File: src/hw/rtl/rhc_pkg.sv
package rhc_pkg;

    localparam int ChanW = 8;
    localparam int HueW  = 11;
    localparam int QW    = 9;
    localparam int DivStages = QW;

    typedef logic [ChanW-1:0] t_chan;
    typedef logic [HueW-1:0]  t_hue;

    typedef enum logic [1:0] {
        FUNC_RGB2HSV = 2'd0,
        FUNC_HSV2RGB = 2'd1
    } t_func_code;

    typedef struct packed {
        logic          vld;
        logic          func;
        logic          grey;
        logic          neg;
        logic [HueW-1:0] base;
        t_chan         val;
        t_chan         delta;
        logic [16:0]   srem;
        logic [ChanW-1:0] sq;
        logic [16:0]   hrem;
        logic [QW-1:0] hq;
        t_chan         r_o;
        t_chan         g_o;
        t_chan         b_o;
    } t_lane;

endpackage

File: src/hw/rtl/rgb_hsv_converter.sv
// Pixel color converter between RGB and HSV, one request per clock.
// Drive the fields with i_func and pulse start; a request is taken
// whenever start is high and busy is low. busy is always low, so a new
// request may follow in every cycle.
// i_func low converts RGB to HSV, high converts HSV to RGB; the unused
// result fields read as zero.
// Each result passes the front register, the division cells and the output
// register and is shown for one cycle, marked by o_done. Results leave in request order.
// The division chain has one cell per quotient bit of the
// hue quotient, shared with the saturation quotient.
// Throughput is one result per clock.
// Synchronous reset clears all valid bits; no request in flight survives.
// The receiver cannot stall; o_done results must be taken as they come.
module rgb_hsv_converter (
    input  logic                  i_clk,
    input  logic                  i_rst_n,
    input  logic                  start,
    output logic                  busy,
    input  logic                  i_func,
    input  logic [7:0]            i_in_red,
    input  logic [7:0]            i_in_green,
    input  logic [7:0]            i_in_blue,
    input  logic [10:0]           i_in_hue,
    input  logic [7:0]            i_in_sat,
    input  logic [7:0]            i_in_val,
    output logic                  o_done,
    output logic [7:0]            o_out_red,
    output logic [7:0]            o_out_green,
    output logic [7:0]            o_out_blue,
    output logic [10:0]           o_out_hue,
    output logic [7:0]            o_out_sat,
    output logic [7:0]            o_out_val
);
    import rhc_pkg::*;

    t_lane lanes [DivStages+1];
    logic r_done;
    t_chan r_red, r_green, r_blue, r_sat, r_val;
    t_hue r_hue;
    logic [HueW:0] h;
    t_lane t;

    assign busy = 1'b0;

    rhc_front u_front (
        .i_clk(i_clk), .i_rst_n(i_rst_n), .i_vld(start & ~busy), .i_func(i_func),
        .i_red(i_in_red), .i_green(i_in_green), .i_blue(i_in_blue),
        .i_hue(i_in_hue), .i_sat(i_in_sat), .i_val(i_in_val), .o_lane(lanes[0])
    );

    for (genvar gi = 0; gi < DivStages; gi++) begin : g_cell
        rhc_cell #(.Step(gi)) u_cell (
            .i_clk(i_clk), .i_rst_n(i_rst_n), .i_lane(lanes[gi]), .o_lane(lanes[gi+1])
        );
    end

    always_comb begin
        t = lanes[DivStages];
        if (t.neg) begin
            h = (HueW+1)'(t.base) - (HueW+1)'(t.hq) - (HueW+1)'(t.hrem != '0);
        end else begin
            h = (HueW+1)'(t.base) + (HueW+1)'(t.hq);
        end
        if (h[HueW]) h = h + (HueW+1)'(1536);
    end

    always_ff @(posedge i_clk) begin
        if (!i_rst_n) begin
            r_done <= 1'b0;
        end else begin
            r_done <= t.vld;
        end
        if (t.func == FUNC_HSV2RGB[0]) begin
            r_red <= t.r_o; r_green <= t.g_o; r_blue <= t.b_o;
            r_hue <= '0; r_sat <= '0; r_val <= '0;
        end else begin
            r_red <= '0; r_green <= '0; r_blue <= '0;
            r_val <= t.val;
            r_hue <= t.grey ? '0 : h[HueW-1:0];
            r_sat <= t.grey ? '0 : t.sq;
        end
    end

    assign o_done      = r_done;
    assign o_out_red   = r_red;
    assign o_out_green = r_green;
    assign o_out_blue  = r_blue;
    assign o_out_hue   = r_hue;
    assign o_out_sat   = r_sat;
    assign o_out_val   = r_val;

`ifndef SYNTHESIS
    a_busy_low: assert property (@(posedge i_clk) busy == 1'b0)
        else $error("busy asserted");
    a_done_reset: assert property (@(posedge i_clk) !i_rst_n |=> !o_done)
        else $error("done after reset");
    a_hue_range: assert property (@(posedge i_clk) disable iff (!i_rst_n)
        o_done |-> o_out_hue < 11'd1536)
        else $error("hue out of range");
`endif
endmodule

File: src/hw/rtl/rhc_front.sv
module rhc_front (
    input  logic             i_clk,
    input  logic             i_rst_n,
    input  logic             i_vld,
    input  logic             i_func,
    input  rhc_pkg::t_chan   i_red,
    input  rhc_pkg::t_chan   i_green,
    input  rhc_pkg::t_chan   i_blue,
    input  rhc_pkg::t_hue    i_hue,
    input  rhc_pkg::t_chan   i_sat,
    input  rhc_pkg::t_chan   i_val,
    output rhc_pkg::t_lane   o_lane
);
    import rhc_pkg::*;

    t_chan r_v, r_s, r_red, r_green, r_blue;
    logic [2:0] r_sec;
    logic r_vld, r_func;
    logic [15:0] r_vs, r_vsf, r_vsn;

    always_ff @(posedge i_clk) begin
        if (!i_rst_n) begin
            r_vld <= 1'b0;
        end else begin
            r_vld <= i_vld;
        end
        r_func  <= i_func;
        r_red   <= i_red;
        r_green <= i_green;
        r_blue  <= i_blue;
        r_v     <= i_val;
        r_s     <= i_sat;
        r_sec   <= i_hue[10:8];
        r_vs    <= 16'(i_sat) * 16'(i_hue[7:0]);
        r_vsn   <= 16'(i_sat) * (16'd256 - 16'(i_hue[7:0]));
        r_vsf   <= 16'(i_val) * (16'd255 - 16'(i_sat));
    end

    t_chan mx, mn, dl, l, m, n, ro, go, bo;
    logic [23:0] pm, pn;
    logic signed [9:0] diff;
    logic [HueW-1:0] base;

    always_comb begin
        mx = r_red;
        if (r_green > mx) mx = r_green;
        if (r_blue > mx) mx = r_blue;
        mn = r_red;
        if (r_green < mn) mn = r_green;
        if (r_blue < mn) mn = r_blue;
        dl = mx - mn;
        if (mx == r_red) begin
            base = '0;
            diff = 10'(r_green) - 10'(r_blue);
        end else if (mx == r_green) begin
            base = HueW'(512);
            diff = 10'(r_blue) - 10'(r_red);
        end else begin
            base = HueW'(1024);
            diff = 10'(r_red) - 10'(r_green);
        end
        // Division by 255 is exact as (y + (y >> 8) + 1) >> 8 for these ranges.
        l  = ChanW'((17'(r_vsf) + 17'(r_vsf[15:8]) + 17'd1) >> 8);
        pm = 24'(r_v) * (24'd65280 - 24'(r_vs));
        pn = 24'(r_v) * (24'd65280 - 24'(r_vsn));
        m  = ChanW'((17'(pm[23:8]) + 17'(pm[23:16]) + 17'd1) >> 8);
        n  = ChanW'((17'(pn[23:8]) + 17'(pn[23:16]) + 17'd1) >> 8);
        if (r_s == '0) begin
            ro = r_v; go = r_v; bo = r_v;
        end else begin
            case (r_sec)
                3'd0: begin ro = r_v; go = n;   bo = l;   end
                3'd1: begin ro = m;   go = r_v; bo = l;   end
                3'd2: begin ro = l;   go = r_v; bo = n;   end
                3'd3: begin ro = l;   go = m;   bo = r_v; end
                3'd4: begin ro = n;   go = l;   bo = r_v; end
                default: begin ro = r_v; go = l; bo = m; end
            endcase
        end
        o_lane       = '0;
        o_lane.vld   = r_vld;
        o_lane.func  = r_func;
        o_lane.grey  = (dl == '0);
        o_lane.neg   = diff[9];
        o_lane.base  = base;
        o_lane.val   = mx;
        o_lane.delta = dl;
        o_lane.srem  = 17'(16'd255 * 16'(dl));
        o_lane.hrem  = 17'({diff[9] ? 8'(-diff) : 8'(diff), 8'd0});
        o_lane.r_o   = ro;
        o_lane.g_o   = go;
        o_lane.b_o   = bo;
    end
endmodule

File: src/hw/rtl/rhc_cell.sv
module rhc_cell #(
    parameter int Step = 0
) (
    input  logic           i_clk,
    input  logic           i_rst_n,
    input  rhc_pkg::t_lane i_lane,
    output rhc_pkg::t_lane o_lane
);
    import rhc_pkg::*;

    t_lane n_lane, r_lane;
    logic [16:0] sd, hd;
    localparam int Sh = DivStages - 1 - Step;

    always_comb begin
        n_lane = i_lane;
        sd = 17'(i_lane.val) << Sh;
        hd = 17'(i_lane.delta) << Sh;
        if (Sh < ChanW) begin
            if (i_lane.val != '0 && i_lane.srem >= sd) begin
                n_lane.srem = i_lane.srem - sd;
                n_lane.sq[Sh % ChanW] = 1'b1;
            end
        end
        if (i_lane.delta != '0 && i_lane.hrem >= hd) begin
            n_lane.hrem = i_lane.hrem - hd;
            n_lane.hq[Sh] = 1'b1;
        end
    end

    always_ff @(posedge i_clk) begin
        if (!i_rst_n) begin
            r_lane <= '0;
        end else begin
            r_lane <= n_lane;
        end
    end

    assign o_lane = r_lane;
endmodule
File: config.mk
export PLATFORM = sky130hd
export DESIGN_NAME = rgb_hsv_converter
export DESIGN_NICKNAME = d
export VERILOG_FILES = /design/src/hw/rtl/rhc_pkg.sv /design/src/hw/rtl/rgb_hsv_converter.sv /design/src/hw/rtl/rhc_front.sv /design/src/hw/rtl/rhc_cell.sv
export SDC_FILE = /design/constraint.sdc
export NUM_CORES = 2
export LEC_CHECK = 0
export BUFFER_PORTS_ARGS = -buffer_cell sky130_fd_sc_hd__buf_2
export CORE_AREA = 2 2 484 246
export DETAILED_ROUTE_END_ITERATION = 8
export DIE_AREA = 0 0 486 248
export PLACE_DENSITY_LB_ADDON = 0.12
export SLEW_MARGIN = 20
export SYNTH_ARGS = -nofsm -noshare
export SYNTH_HDL_FRONTEND = slang
export SYNTH_SLANG_ARGS = --single-unit
File: constraint.sdc
create_clock -name i_clk -period 28.3 [get_ports i_clk]
set_clock_uncertainty 0.2 [all_clocks]
set_input_delay 4.245 -clock i_clk [delete_from_list [all_inputs] [get_ports i_clk]]
set_output_delay 4.245 -clock i_clk [all_outputs]
set_load 0.02 [all_outputs]
==> results.yml <==
sta:
  rsz0062_at_grt: "false"
  fin_crit_ns: 11.44
  layout_worst_path_cycle_share: 0.404
  tightest_slew_ns: 1.07
  hold_viol: 0
  fin_setup_tns_ns: 0
  setup_viol: 0
  relSlewSlack: 0.278
  maxSlewViolCount: 0
  fmax_mhz: 87.4
detailed_routing:
  avgRoutedWirePerCell_um: 18.0
  vias: 36200
  viasPerCell: 4.98
  routed_wl_mm: 131
  drc: 0
  dr.pass1.iters: 5
  final_antenna_net_count: 0
  drtIter0Drc: 2582
run:
  maxCapViolations: 0
run_status:
  status: "finished clean"
setup_path:
  max_stage_delay_ns: 0.61
  arrival_ns: 11.77
  cp_data_required_time_ns: 28.63
  crit_start: "u_front.r_green[5]"
  r2r_start: "u_front.r_green[5]"
  cp-end-kind: "flop"
  cp_slowest_cell: "a21oi_1"
  path_common_cell: "inv_1"
  start_kind: "flop"
  worst-path-max-fanout: 10
  ff2ff_setup_slack_ns: 16.86
  crit_type: "flop to flop"
finish:
  nets: 6491
  fillers: 11100
  final_area_um2: 56800
  syn_to_final_growth_pct: 9.23
  drive_gt1_frac: 0.0584
die:
  dieArea_um2: 121000
  die_h_um: 248
  initial_core_util: 0.446
  die_x_um: 486
  num_io_pins: 108
  core_um2: 117000
  rows: 89
synth:
  synth.avg_cell_area_um2: 9.24
  synth_edf_count: 0
  synthDistinctLibCells: 95
  ys_async_sr_fraction: 0
  syn-cell-area_um2: 52000
  synth_nets: 6463
  synth_ff_type: "dfxtp_1"
  synth-seq-cells: 875
  synth.yosys.seq_area_share: 0.337
  synth_warnings: 0
  netlist_instances: 5626
worst_hold_path:
  hp-class: "flop to flop"
  hp-start: "g_cell[3].u_cell.o_lane[103]"
clocking:
  clk_pin_slew_ns: 0.07
  h-tree-depth: 3
  cts_setup_buffers: 0
  max-clock-path-buffers: 3
  clock-sinks: 875
  ctsResizeCount: 0
  cts_buffers: 81
  clkLatencyLatePin_ns: 0.67
  tritoncts: "built"
  cts.root.buffer_cell: "clkbuf_16"
  cts_hold_buf: 0
grt:
  grt_start_max_net_pins: 161
  grt_usage: 0.222
  overflow: 0
  grt_pass1_wl_mm: 208
  grt_pass1_vias: 34900
  antenna_found_initial: 3
placement:
  numPortBuffers: 106
  gp_congestion: 0.898
  dpl_cell_area_um2: 54000
  dp_hpwl_mm: 103
[synth_stat cells, types with 78 or more instances]
library cell	n	share of area
xnor2_1	217	0.037
nor2b_1	93	0.011
a21o_1	152	0.022
inv_1	676	0.049
xor2_1	124	0.021
ha_1	421	0.10
nor2_1	486	0.035
o21ai_0	119	0.011
fa_1	361	0.14
dfxtp_1	875	0.34
and2_1	590	0.071
clkbuf_1	174	0.013
nand2b_1	78	0.0094
nand2_1	339	0.024
a21oi_1	237	0.023
[kinds of logic after synthesis]
group	Yosys count	share of synthesized area
AO/OA/AOI/OAI	734	0.0922
XOR/XNOR	342	0.0578
adder cells (fa/ha/maj)	782	0.240
buffers and inverters	865	0.0626
flip-flops	875	0.337
multiplexers	78	0.0163
other	1	0.0000722
AND/OR/NAND/NOR	1949	0.194
[placed cells by master (no fill, tap or decap), drive strengths merged, types with 11 or more instances in the layout]
cell    instances
inv           685
o21ai         127
or2            17
nor3b          14
and2          591
fa            361
a211oi         34
nand2b         78
nand3          63
mux2i          67
or3            38
clkbuf        109
xor2          125
o21a           16
nor4           74
buf           132
a31oi          14
mux2           11
a21oi         237
o22ai          13
nor2b          93
nand2         340
nand4          30
xnor2         217
dfxtp         875
ha            421
a21o          152
and3           19
nor3           74
clkinv         17
o21bai         33
nor2          486
[sequential cells by signal, summed over array words and instances (netlist names)]
signal	flops
g_cell.u_cell.o_lane	731
u_front.r_vs	16
u_front.r_vsf	16
u_front.r_vsn	15
o_out_hue	11
o_out_blue	8
o_out_green	8
o_out_red	8
o_out_sat	8
o_out_val	8
u_front.r_blue	8
u_front.r_green	8
u_front.r_red	8
u_front.r_s	8
u_front.r_v	8
u_front.r_sec	3
o_done	1
u_front.r_func	1
u_front.r_vld	1
[path summary, 6_finish.rpt]
check / to / cells after the start
worst max register to register: g_cell[0].u_cell.o_lane[73] / 43
worst max-delay path: g_cell[0].u_cell.o_lane[73] / 43
worst min register to register: g_cell[4].u_cell.o_lane[103] / 1
worst min-delay path: g_cell[4].u_cell.o_lane[103] / 1
[layer usage]
layer  part of all wire  wire length (um)  vias to the layer above  GRT usage
li1                   -                 -                    18200          -
met5                  0                 0                        -          0
met3              0.083             10900                      105     0.0640
met1               0.60             78500                    17000      0.391
met4              0.013              1710                        0     0.0382
met2               0.30             40000                      881      0.243
[worst max-delay path, delay by kind of cell (launching register included)]
kind            cells  cell delay, ns
compound gates     15            3.71
buf+inv             7            0.65
xor+xnor            3            0.68
fa+ha+maj          10            3.91
flops               1            0.46
simple gates        7            1.24
mux                 1            0.39
[metrics by stage]
stage	setup slack [ns]	utilization	std cells	hold slack [ns]
after floorplan	18.64	-	5626	0.206
after global placement	17.19	0.463	7118	0.213
after detailed placement	17.13	0.463	7118	0.217
after CTS	17.09	0.487	7265	0.212
after global routing	16.07	0.487	7266	0.222
final	16.86	0.487	7266	0.217
[cell type report]
class,count,area (um2),area share
flip-flops and latches,875,17500,0.309
diodes,1,2.50,0.0000441
multi-input cells,3886,31200,0.550
clock buffers,109,2310,0.0408
clock inverters,38,479,0.00844
well taps,1547,1940,0.0341
repair buffers,132,736,0.0130
inverters,678,2550,0.0450
Power is not shown: default switching activity piles up to over one toggle a cycle in this logic, so the estimate is an artifact.
